$ cat src/design/srm_pkg.sv
// Shared constants, request codes and address helpers for the sparse row
// multiply-accumulate engine. No dependencies.
`timescale 1ns / 1ps

package srm_pkg;

    localparam int ROW_COUNT   = 256;
    localparam int ROW_WIDTH   = 64;
    localparam int STORE_DEPTH = ROW_COUNT * ROW_WIDTH;
    localparam int ADDR_W      = $clog2(STORE_DEPTH);
    localparam int COL_CNT_W   = (ROW_WIDTH > 1) ? $clog2(ROW_WIDTH) : 1;

    localparam logic [1:0] REQ_WRITE_RIGHT = 2'd0;
    localparam logic [1:0] REQ_WRITE_OUT   = 2'd1;
    localparam logic [1:0] REQ_ENTRY       = 2'd2;
    localparam logic [1:0] REQ_READ_OUT    = 2'd3;

    localparam logic [31:0] CANON_NAN = 32'h7FC0_0000;
    localparam logic [30:0] POS_INF   = 31'h7F80_0000;

    function automatic logic row_ok(input logic [7:0] row);
        row_ok = int'(row) < ROW_COUNT;
    endfunction

    function automatic logic col_ok(input logic [7:0] col);
        col_ok = int'(col) < ROW_WIDTH;
    endfunction

    function automatic logic [ADDR_W-1:0] addr_of(input logic [7:0] row,
                                                   input logic [7:0] col);
        addr_of = ADDR_W'(int'(row) * ROW_WIDTH + int'(col));
    endfunction

endpackage

$ cat src/design/srm_fma.sv
// Multi-cycle binary32 fused multiply-add, round to nearest even.
// Uses srm_pkg for the canonical NaN and infinity patterns.
`timescale 1ns / 1ps

module srm_fma (
    input  logic        i_clk,
    input  logic        i_rst_n,
    input  logic        i_start,
    input  logic [31:0] i_a,
    input  logic [31:0] i_b,
    input  logic [31:0] i_c,
    output logic        o_done,
    output logic [31:0] o_result
);
    import srm_pkg::*;

    typedef logic signed [10:0] t_exp;
    typedef struct packed {
        logic [63:0] m;
        t_exp        e;
    } t_norm;

    typedef enum logic [7:0] {
        F_IDLE  = 8'b0000_0001,
        F_MUL   = 8'b0000_0010,
        F_NORM  = 8'b0000_0100,
        F_ALIGN = 8'b0000_1000,
        F_ADD   = 8'b0001_0000,
        F_RNORM = 8'b0010_0000,
        F_SHIFT = 8'b0100_0000,
        F_ROUND = 8'b1000_0000
    } t_fstate;

    // One normalizing step toward bit 61: by eight when bits 61 to 54 are all clear, else by one.
    function automatic t_norm norm_step(input logic [63:0] m, input t_exp e);
        t_norm r;
        r.m = m;
        r.e = e;
        if (m != 64'd0 && !m[61]) begin
            if (m[61:54] == 8'd0) begin
                r.m = m << 8;
                r.e = e - 11'sd8;
            end else begin
                r.m = m << 1;
                r.e = e - 11'sd1;
            end
        end
        return r;
    endfunction

    t_fstate     r_state, n_state;
    logic [31:0] r_a, r_b, r_c, r_res;
    logic        r_done;
    logic [63:0] r_pm, r_cm, r_big, r_small, r_m;
    t_exp        r_pe, r_ce, r_e;
    logic        r_ps, r_sc, r_czero, r_bsign, r_same;
    logic [23:0] r_q;
    logic        r_rnd, r_stk;
    logic [9:0]  r_be;

    // Operand decode.
    logic [7:0]  ea, eb, ec;
    logic [22:0] fa, fb, fc;
    logic        azero, bzero, czero, any_nan, ps;
    logic [23:0] ma, mb, mc;
    t_exp        pe, ce;
    logic [47:0] prod;

    always_comb begin
        ea = r_a[30:23];
        eb = r_b[30:23];
        ec = r_c[30:23];
        fa = r_a[22:0];
        fb = r_b[22:0];
        fc = r_c[22:0];
        azero = (ea == 8'd0) && (fa == 23'd0);
        bzero = (eb == 8'd0) && (fb == 23'd0);
        czero = (ec == 8'd0) && (fc == 23'd0);
        any_nan = (ea == 8'hFF && fa != 23'd0) || (eb == 8'hFF && fb != 23'd0) ||
                  (ec == 8'hFF && fc != 23'd0);
        ps = r_a[31] ^ r_b[31];
        ma = {ea != 8'd0, fa};
        mb = {eb != 8'd0, fb};
        mc = {ec != 8'd0, fc};
        pe = $signed({3'b000, (ea == 8'd0) ? 8'd1 : ea}) +
             $signed({3'b000, (eb == 8'd0) ? 8'd1 : eb}) - 11'sd314;
        ce = $signed({3'b000, (ec == 8'd0) ? 8'd1 : ec}) - 11'sd188;
        prod = ma * mb;
    end

    t_norm p_step, c_step, m_step;
    logic  norm_done;

    always_comb begin
        p_step = norm_step(r_pm, r_pe);
        c_step = norm_step(r_cm, r_ce);
        m_step = norm_step(r_m, r_e);
        norm_done = r_pm[61] && (r_cm[61] || r_cm == 64'd0);
    end

    // Compare, swap and align with sticky.
    logic        p_big;
    t_exp        d;
    logic [63:0] small_in, small_al;
    logic [5:0]  d6;

    always_comb begin
        p_big = r_czero || (r_pe > r_ce) || (r_pe == r_ce && r_pm >= r_cm);
        d = p_big ? (r_pe - r_ce) : (r_ce - r_pe);
        small_in = r_czero ? 64'd0 : (p_big ? r_cm : r_pm);
        d6 = d[5:0];
        if (d >= 11'sd63) begin
            small_al = {63'd0, small_in != 64'd0};
        end else begin
            small_al = (small_in >> d6) |
                       {63'd0, |(small_in & ~({64{1'b1}} << d6))};
        end
    end

    // Rounding shift; subnormal results shift further.
    t_exp        biased, shv;
    logic        is_sub;
    logic [5:0]  sh6, rpos;
    logic [63:0] shifted;

    always_comb begin
        biased = r_e + 11'sd188;
        is_sub = biased < 11'sd1;
        shv = is_sub ? (-11'sd149 - r_e) : 11'sd38;
        sh6 = (shv > 11'sd63) ? 6'd63 : shv[5:0];
        rpos = sh6 - 6'd1;
        shifted = r_m >> sh6;
    end

    logic        inc;
    logic [24:0] qr;
    logic [33:0] bits;

    always_comb begin
        inc = r_rnd & (r_stk | r_q[0]);
        qr = {1'b0, r_q} + {24'd0, inc};
        bits = ((34'(r_be) - 34'd1) << 23) + 34'(qr);
    end

    always_comb begin
        n_state = r_state;
        case (r_state)
            F_IDLE:  if (i_start) n_state = F_MUL;
            F_MUL: begin
                if (any_nan || ea == 8'hFF || eb == 8'hFF || ec == 8'hFF ||
                    azero || bzero) begin
                    n_state = F_IDLE;
                end else begin
                    n_state = F_NORM;
                end
            end
            F_NORM:  if (norm_done) n_state = F_ALIGN;
            F_ALIGN: n_state = F_ADD;
            F_ADD: begin
                if (r_same) n_state = F_RNORM;
                else if (r_big == r_small) n_state = F_IDLE;
                else n_state = F_RNORM;
            end
            F_RNORM: if (!r_m[62] && r_m[61]) n_state = F_SHIFT;
            F_SHIFT: n_state = F_ROUND;
            F_ROUND: n_state = F_IDLE;
            default: n_state = F_IDLE;
        endcase
    end

    always_ff @(posedge i_clk) begin
        if (!i_rst_n) begin
            r_state <= F_IDLE;
            r_done  <= 1'b0;
        end else begin
            r_state <= n_state;
            r_done  <= 1'b0;
            case (r_state)
                F_MUL: begin
                    if (n_state == F_IDLE) r_done <= 1'b1;
                end
                F_ADD: begin
                    if (n_state == F_IDLE) r_done <= 1'b1;
                end
                F_ROUND: r_done <= 1'b1;
                default: r_done <= 1'b0;
            endcase
        end
    end

    always_ff @(posedge i_clk) begin
        case (r_state)
            F_IDLE: begin
                r_a <= i_a;
                r_b <= i_b;
                r_c <= i_c;
            end
            F_MUL: begin
                r_pm    <= {2'b00, prod, 14'd0};
                r_pe    <= pe;
                r_cm    <= {2'b00, mc, 38'd0};
                r_ce    <= ce;
                r_ps    <= ps;
                r_sc    <= r_c[31];
                r_czero <= czero;
                if (any_nan) begin
                    r_res <= CANON_NAN;
                end else if (ea == 8'hFF || eb == 8'hFF) begin
                    if (azero || bzero) r_res <= CANON_NAN;
                    else if (ec == 8'hFF && r_c[31] != ps) r_res <= CANON_NAN;
                    else r_res <= {ps, POS_INF};
                end else if (ec == 8'hFF) begin
                    r_res <= r_c;
                end else if (azero || bzero) begin
                    r_res <= czero ? {ps & r_c[31], 31'd0} : r_c;
                end
            end
            F_NORM: begin
                r_pm <= p_step.m;
                r_pe <= p_step.e;
                r_cm <= c_step.m;
                r_ce <= c_step.e;
            end
            F_ALIGN: begin
                r_big   <= p_big ? r_pm : r_cm;
                r_small <= small_al;
                r_e     <= p_big ? r_pe : r_ce;
                r_bsign <= p_big ? r_ps : r_sc;
                r_same  <= r_czero || (r_ps == r_sc);
            end
            F_ADD: begin
                r_m <= r_same ? (r_big + r_small) : (r_big - r_small);
                // An exactly cancelling sum is positive zero.
                r_res <= 32'd0;
            end
            F_RNORM: begin
                if (r_m[62]) begin
                    r_m <= {1'b0, r_m[63:1]} | {63'd0, r_m[0]};
                    r_e <= r_e + 11'sd1;
                end else begin
                    r_m <= m_step.m;
                    r_e <= m_step.e;
                end
            end
            F_SHIFT: begin
                r_q   <= shifted[23:0];
                r_rnd <= r_m[rpos];
                r_stk <= |(r_m & ~({64{1'b1}} << rpos));
                r_be  <= is_sub ? 10'd1 : biased[9:0];
            end
            F_ROUND: begin
                r_res <= {r_bsign, (bits >= 34'(POS_INF)) ? POS_INF : bits[30:0]};
            end
            default: r_res <= r_res;
        endcase
    end

    assign o_done   = r_done;
    assign o_result = r_res;

endmodule

$ cat config.mk
export PLATFORM = sky130hd
export DESIGN_NAME = srm_fma
export DESIGN_NICKNAME = d
export VERILOG_FILES = /design/src/design/srm_pkg.sv /design/src/design/srm_fma.sv
export SDC_FILE = /design/constraint.sdc
export NUM_CORES = 2
export LEC_CHECK = 0
export ABC_AREA = 0
export BUFFER_PORTS_ARGS = -buffer_cell sky130_fd_sc_hd__buf_2
export CORE_ASPECT_RATIO = 0.5
export CORE_MARGIN = 2
export CORE_UTILIZATION = 40
export CTS_CLUSTER_SIZE = 14
export DETAILED_ROUTE_END_ITERATION = 16
export GPL_ROUTABILITY_DRIVEN = 1
export HOLD_SLACK_MARGIN = 0.02
export PLACE_DENSITY_LB_ADDON = 0.08
export SLEW_MARGIN = 20
export SYNTH_ARGS = -nofsm -noshare
export SYNTH_HDL_FRONTEND = slang
export SYNTH_SLANG_ARGS = --single-unit
$ cat constraint.sdc
create_clock -name i_clk -period 9.1 [get_ports i_clk]
set_input_delay 0.455 -clock i_clk [delete_from_list [all_inputs] [get_ports i_clk]]
set_output_delay 0.455 -clock i_clk [all_outputs]
set_load 0.1 [all_outputs]
==> out/summary.txt <==
OUTCOME
------------------------------------------------------------------------------------------------------
Status                                                                                    complete, no violations

CLOCKING
------------------------------------------------------------------------------------------------------
Clock transition at the register clock pins on the worst setup and hold paths after CTS        0.07 ns
CTS tree                                                                                         built
Number of buffers added by the clock tree synthesis step                                            51
Clock latency on the worst-skew pair                                                           0.70 ns
Clock buffer depth                                                                                   3
Clock tree root driver cell                                                               sky130_fd_sc_hd__clkbuf_16
TritonCTS sink count                                                                               465
# H-tree levels                                                                                      2
Gates resized, CTS repair                                                                            0

SETUP PATH
------------------------------------------------------------------------------------------------------
Number of cell instances on the worst register-to-register path                                     27
Stages on the worst setup path                                                                      27
Worst Setup SP                                                                                  r_b[5]
Required time at the endpoint of the critical path                                             9.51 ns
Cell type with the highest occurrence count on the critical path                          sky130_fd_sc_hd__fa_1
Slowest CP cell                                                                           sky130_fd_sc_hd__edfxtp_1
Worst setup path category                                                                 flip-flop to flip-flop
Crit path max fanout                                                                                15
Number of buffers and inverters on the critical path                                                 6
Arrival time of the worst setup path                                                           8.79 ns
Source of the worst register-to-register timing path                                            r_b[5]
Type of destination of the critical path                                                     flip-flop
Family with the most delay on the worst path                                               adder cells
Maximum cell stage delay along the critical path                                               0.80 ns
Startpoint type of the worst setup path                                                      flip-flop

DRT
------------------------------------------------------------------------------------------------------
Starting DRT DRC Count                                                                            4866
Detailed-route wire length per cell                                                            24.4 um
Aggregate routed wire length                                                                    210 mm
Post-detailed-route via-to-cell ratio                                                             5.79
1st-pass router iterations                                                                           6
DRC viols                                                                                            0
Via count of the routed design                                                                   49800
Remaining antenna violation count after routing                                                      0

LAYOUT
------------------------------------------------------------------------------------------------------
Area growth from synthesis to layout                                                             8.35%
FILL cells                                                                                       14300
Sequential standard cell area                                                               13900 um^2
Utilization after layout                                                                         0.437
Proportion of layout cells with a drive suffix above 1                                          0.0704
Non-filler cells, final                                                                           8605
Area of the multi-input gates                                                               39100 um^2
Final Net Count                                                                                   7606

FLOORPLAN
------------------------------------------------------------------------------------------------------
Initial Utilization                                                                              0.403
Top Ports                                                                                          132
Die area                                                                                   147000 um^2
DIE WIDTH                                                                                       541 um
Core region area                                                                           143000 um^2
Vert. Die Dim                                                                                   272 um
# rows                                                                                              98

STA
------------------------------------------------------------------------------------------------------
Sum Neg Setup Slack                                                                               0 ns
Count of final hold-check violations                                                                 0
Fraction of the cycle the final worst path needs                                                 0.921
Max-slew violation total from the final report                                                       0
Post-route minimum period                                                                      8.38 ns
Unrepaired setup endpoints after global routing                                                     no
Minimum hold slack                                                                            0.470 ns
Worst slew margin relative to its limit                                                          0.220
Fmax                                                                                           119 MHz
Total setup violations reported at the end of the flow                                               0
Worst-case clock skew                                                                        0.0520 ns
Worst-margin pin slew                                                                          1.17 ns

GLOBAL ROUTE
------------------------------------------------------------------------------------------------------
Congestion Overflow GR                                                                               0
Aggregate global-route resource usage                                                            0.281
Pin count of the biggest net entering global routing                                               108
Wire length of the first global-routing pass                                                    318 mm
Antenna violations before repair                                                                     7
Number of global-route vias before repair                                                        49400

SYNTH
------------------------------------------------------------------------------------------------------
Number of instances in the synthesized netlist                                                    6728
Proportion of synthesized chip area in sequential cells                                          0.241
Post-synthesis cell type with the largest combined area                                   sky130_fd_sc_hd__edfxtp_1
Most common cell in the synthesized netlist                                               sky130_fd_sc_hd__nand2_1
Nets in the synthesized netlist                                                                   7671
Avg Inst Size Synth                                                                          8.56 um^2
Number of warning messages in the yosys log                                                          0
Fraction of synthesis flops using an asynchronous set or reset pin                                   0
Dominant cells by area after synthesis                                                    sky130_fd_sc_hd__edfxtp_1 24%, sky130_fd_sc_hd__fa_1 17%, sky130_fd_sc_hd__ha_1 7.8%
Post-synth EDFFs                                                                                   456
Number of library cell types mapped by synthesis                                                   107
Post-synth top cells                                                                      1007 x sky130_fd_sc_hd__nand2_1, 740 x sky130_fd_sc_hd__inv_1, 486 x sky130_fd_sc_hd__fa_1
Summed instance area of the synthesized netlist                                             57600 um^2
Register bit total from synthesis                                                                  465
Leading register cell type out of synthesis                                               sky130_fd_sc_hd__edfxtp_1
Top-area cell type share of the netlist area                                                     0.238

PLACE
------------------------------------------------------------------------------------------------------
Post-DP HPWL                                                                                    163 mm
Global placer's final weighted congestion                                                        0.961
DP Cell Count                                                                                     8412
IO buf count                                                                                       131

HOLD PATH
------------------------------------------------------------------------------------------------------
Worst Hold Class                                                                          input pin to flip-flop
Start point of the worst hold path                                                             i_b[20]
Hold Path Cell Cnt                                                                                   2

JOB
------------------------------------------------------------------------------------------------------
Number of maximum-capacitance violations                                                             0

## worst register-to-register path, stage by stage, from the launching register on
cell and delay (ns):
sky130_fd_sc_hd__edfxtp_1 0.80, sky130_fd_sc_hd__buf_4 0.34, sky130_fd_sc_hd__nand2_1 0.10, sky130_fd_sc_hd__fa_1 0.50, sky130_fd_sc_hd__fa_1 0.56, sky130_fd_sc_hd__inv_1 0.07
sky130_fd_sc_hd__fa_1 0.48, sky130_fd_sc_hd__ha_1 0.15, sky130_fd_sc_hd__inv_1 0.06, sky130_fd_sc_hd__fa_1 0.53, sky130_fd_sc_hd__inv_1 0.05, sky130_fd_sc_hd__fa_1 0.46
sky130_fd_sc_hd__fa_1 0.49, sky130_fd_sc_hd__ha_1 0.33, sky130_fd_sc_hd__o21a_1 0.14, sky130_fd_sc_hd__o21ai_0 0.12, sky130_fd_sc_hd__or3_1 0.44, sky130_fd_sc_hd__o31ai_1 0.47
sky130_fd_sc_hd__a221oi_1 0.16, sky130_fd_sc_hd__buf_4 0.18, sky130_fd_sc_hd__o21ai_0 0.32, sky130_fd_sc_hd__a211oi_1 0.18, sky130_fd_sc_hd__buf_4 0.18, sky130_fd_sc_hd__a21oi_1 0.19
sky130_fd_sc_hd__a31oi_1 0.15, sky130_fd_sc_hd__o311ai_0 0.41, sky130_fd_sc_hd__xnor2_1 0.18, sky130_fd_sc_hd__mux2i_1 0.08
## flip-flops by register name (all words and copies together), names as in the netlist, 8 cells and up
register and count:
r_m 64, r_small 64, r_big 50, r_pm 50
o_result 32, r_a 32, r_b 32, r_c 32
r_cm 26, r_q 24, r_ce 11, r_e 11
r_pe 11, r_be 10, r_state 8
## final timing paths
path	slack, ns	endpoint
max reg2reg	0.72	r_pm[60]
min reg2reg	0.51	r_sc
max	0.72	r_pm[60]
min	0.47	r_b[20]
## what timing repair did
item,CTS,global route
hold buffers,98,0
hold endpoints to repair,98,0
setup buffers,0,0
## metrics by stage
stage / area (um^2) / setup WS, ns
CTS: 62400 / 0.719
global placement: 59700 / 0.841
floorplan: 57600 / 0.0126
global route: 62400 / 0.303
finish: 62400 / 0.721
detailed placement: 59700 / 0.758
## metal layers
layer / global-route usage / vias up / part of all wire
met1: 0.418 / 24900 / 0.47
met3: 0.0460 / 272 / 0.072
met4: 0.0633 / 2 / 0.023
li1: - / 22800 / -
met2: 0.426 / 1811 / 0.43
met5: 0 / - / 0.000062
## cells in the final DEF (no fill, tap or decap), drive strengths merged, types with 26 or more instances in the layout
cell,netlist,final
a21o,75,75
nand4,47,47
o211ai,38,38
ha,358,358
xor2,61,61
nor4,76,76
mux4,35,35
nor2b,42,42
a31oi,92,92
xnor2,138,138
and2,247,247
nor2,446,446
dlygate4sd3,0,98
nand2,1009,1009
edfxtp,456,456
o21bai,48,48
or3,28,28
nand3,115,115
fa,486,486
o21a,30,30
o21ai,334,334
o22ai,29,29
a21oi,476,476
and3,33,33
nor3,107,107
a211oi,87,87
a221oi,26,26
buf,116,248
o31ai,31,31
clkbuf,348,60
mux2i,247,247
mux2,41,41
inv,741,742
## layout make-up
| cell class | instances | share of cell area |
|---|---|---|
| clock inverters | 33 | 0.00601 |
| diodes | 2 | 0.0000802 |
| multi-input cells | 5055 | 0.627 |
| well taps | 1900 | 0.0381 |
| inverters | 744 | 0.0448 |
| flip-flops and latches | 465 | 0.222 |
| repair buffers | 346 | 0.0406 |
| clock buffers | 60 | 0.0210 |
## cells by family after synthesis
family | share of synthesized area
xor gates and xnor gates | 0.0303
DFF | 0.241
AOI/OAI and AO/OA | 0.156
adders and majority gates | 0.247
muxes | 0.0651
and+or+nand+nor | 0.178
buffers and inverters | 0.0824
Power is not shown: default switching activity piles up to over one toggle a cycle in this logic, so the estimate is an artifact.
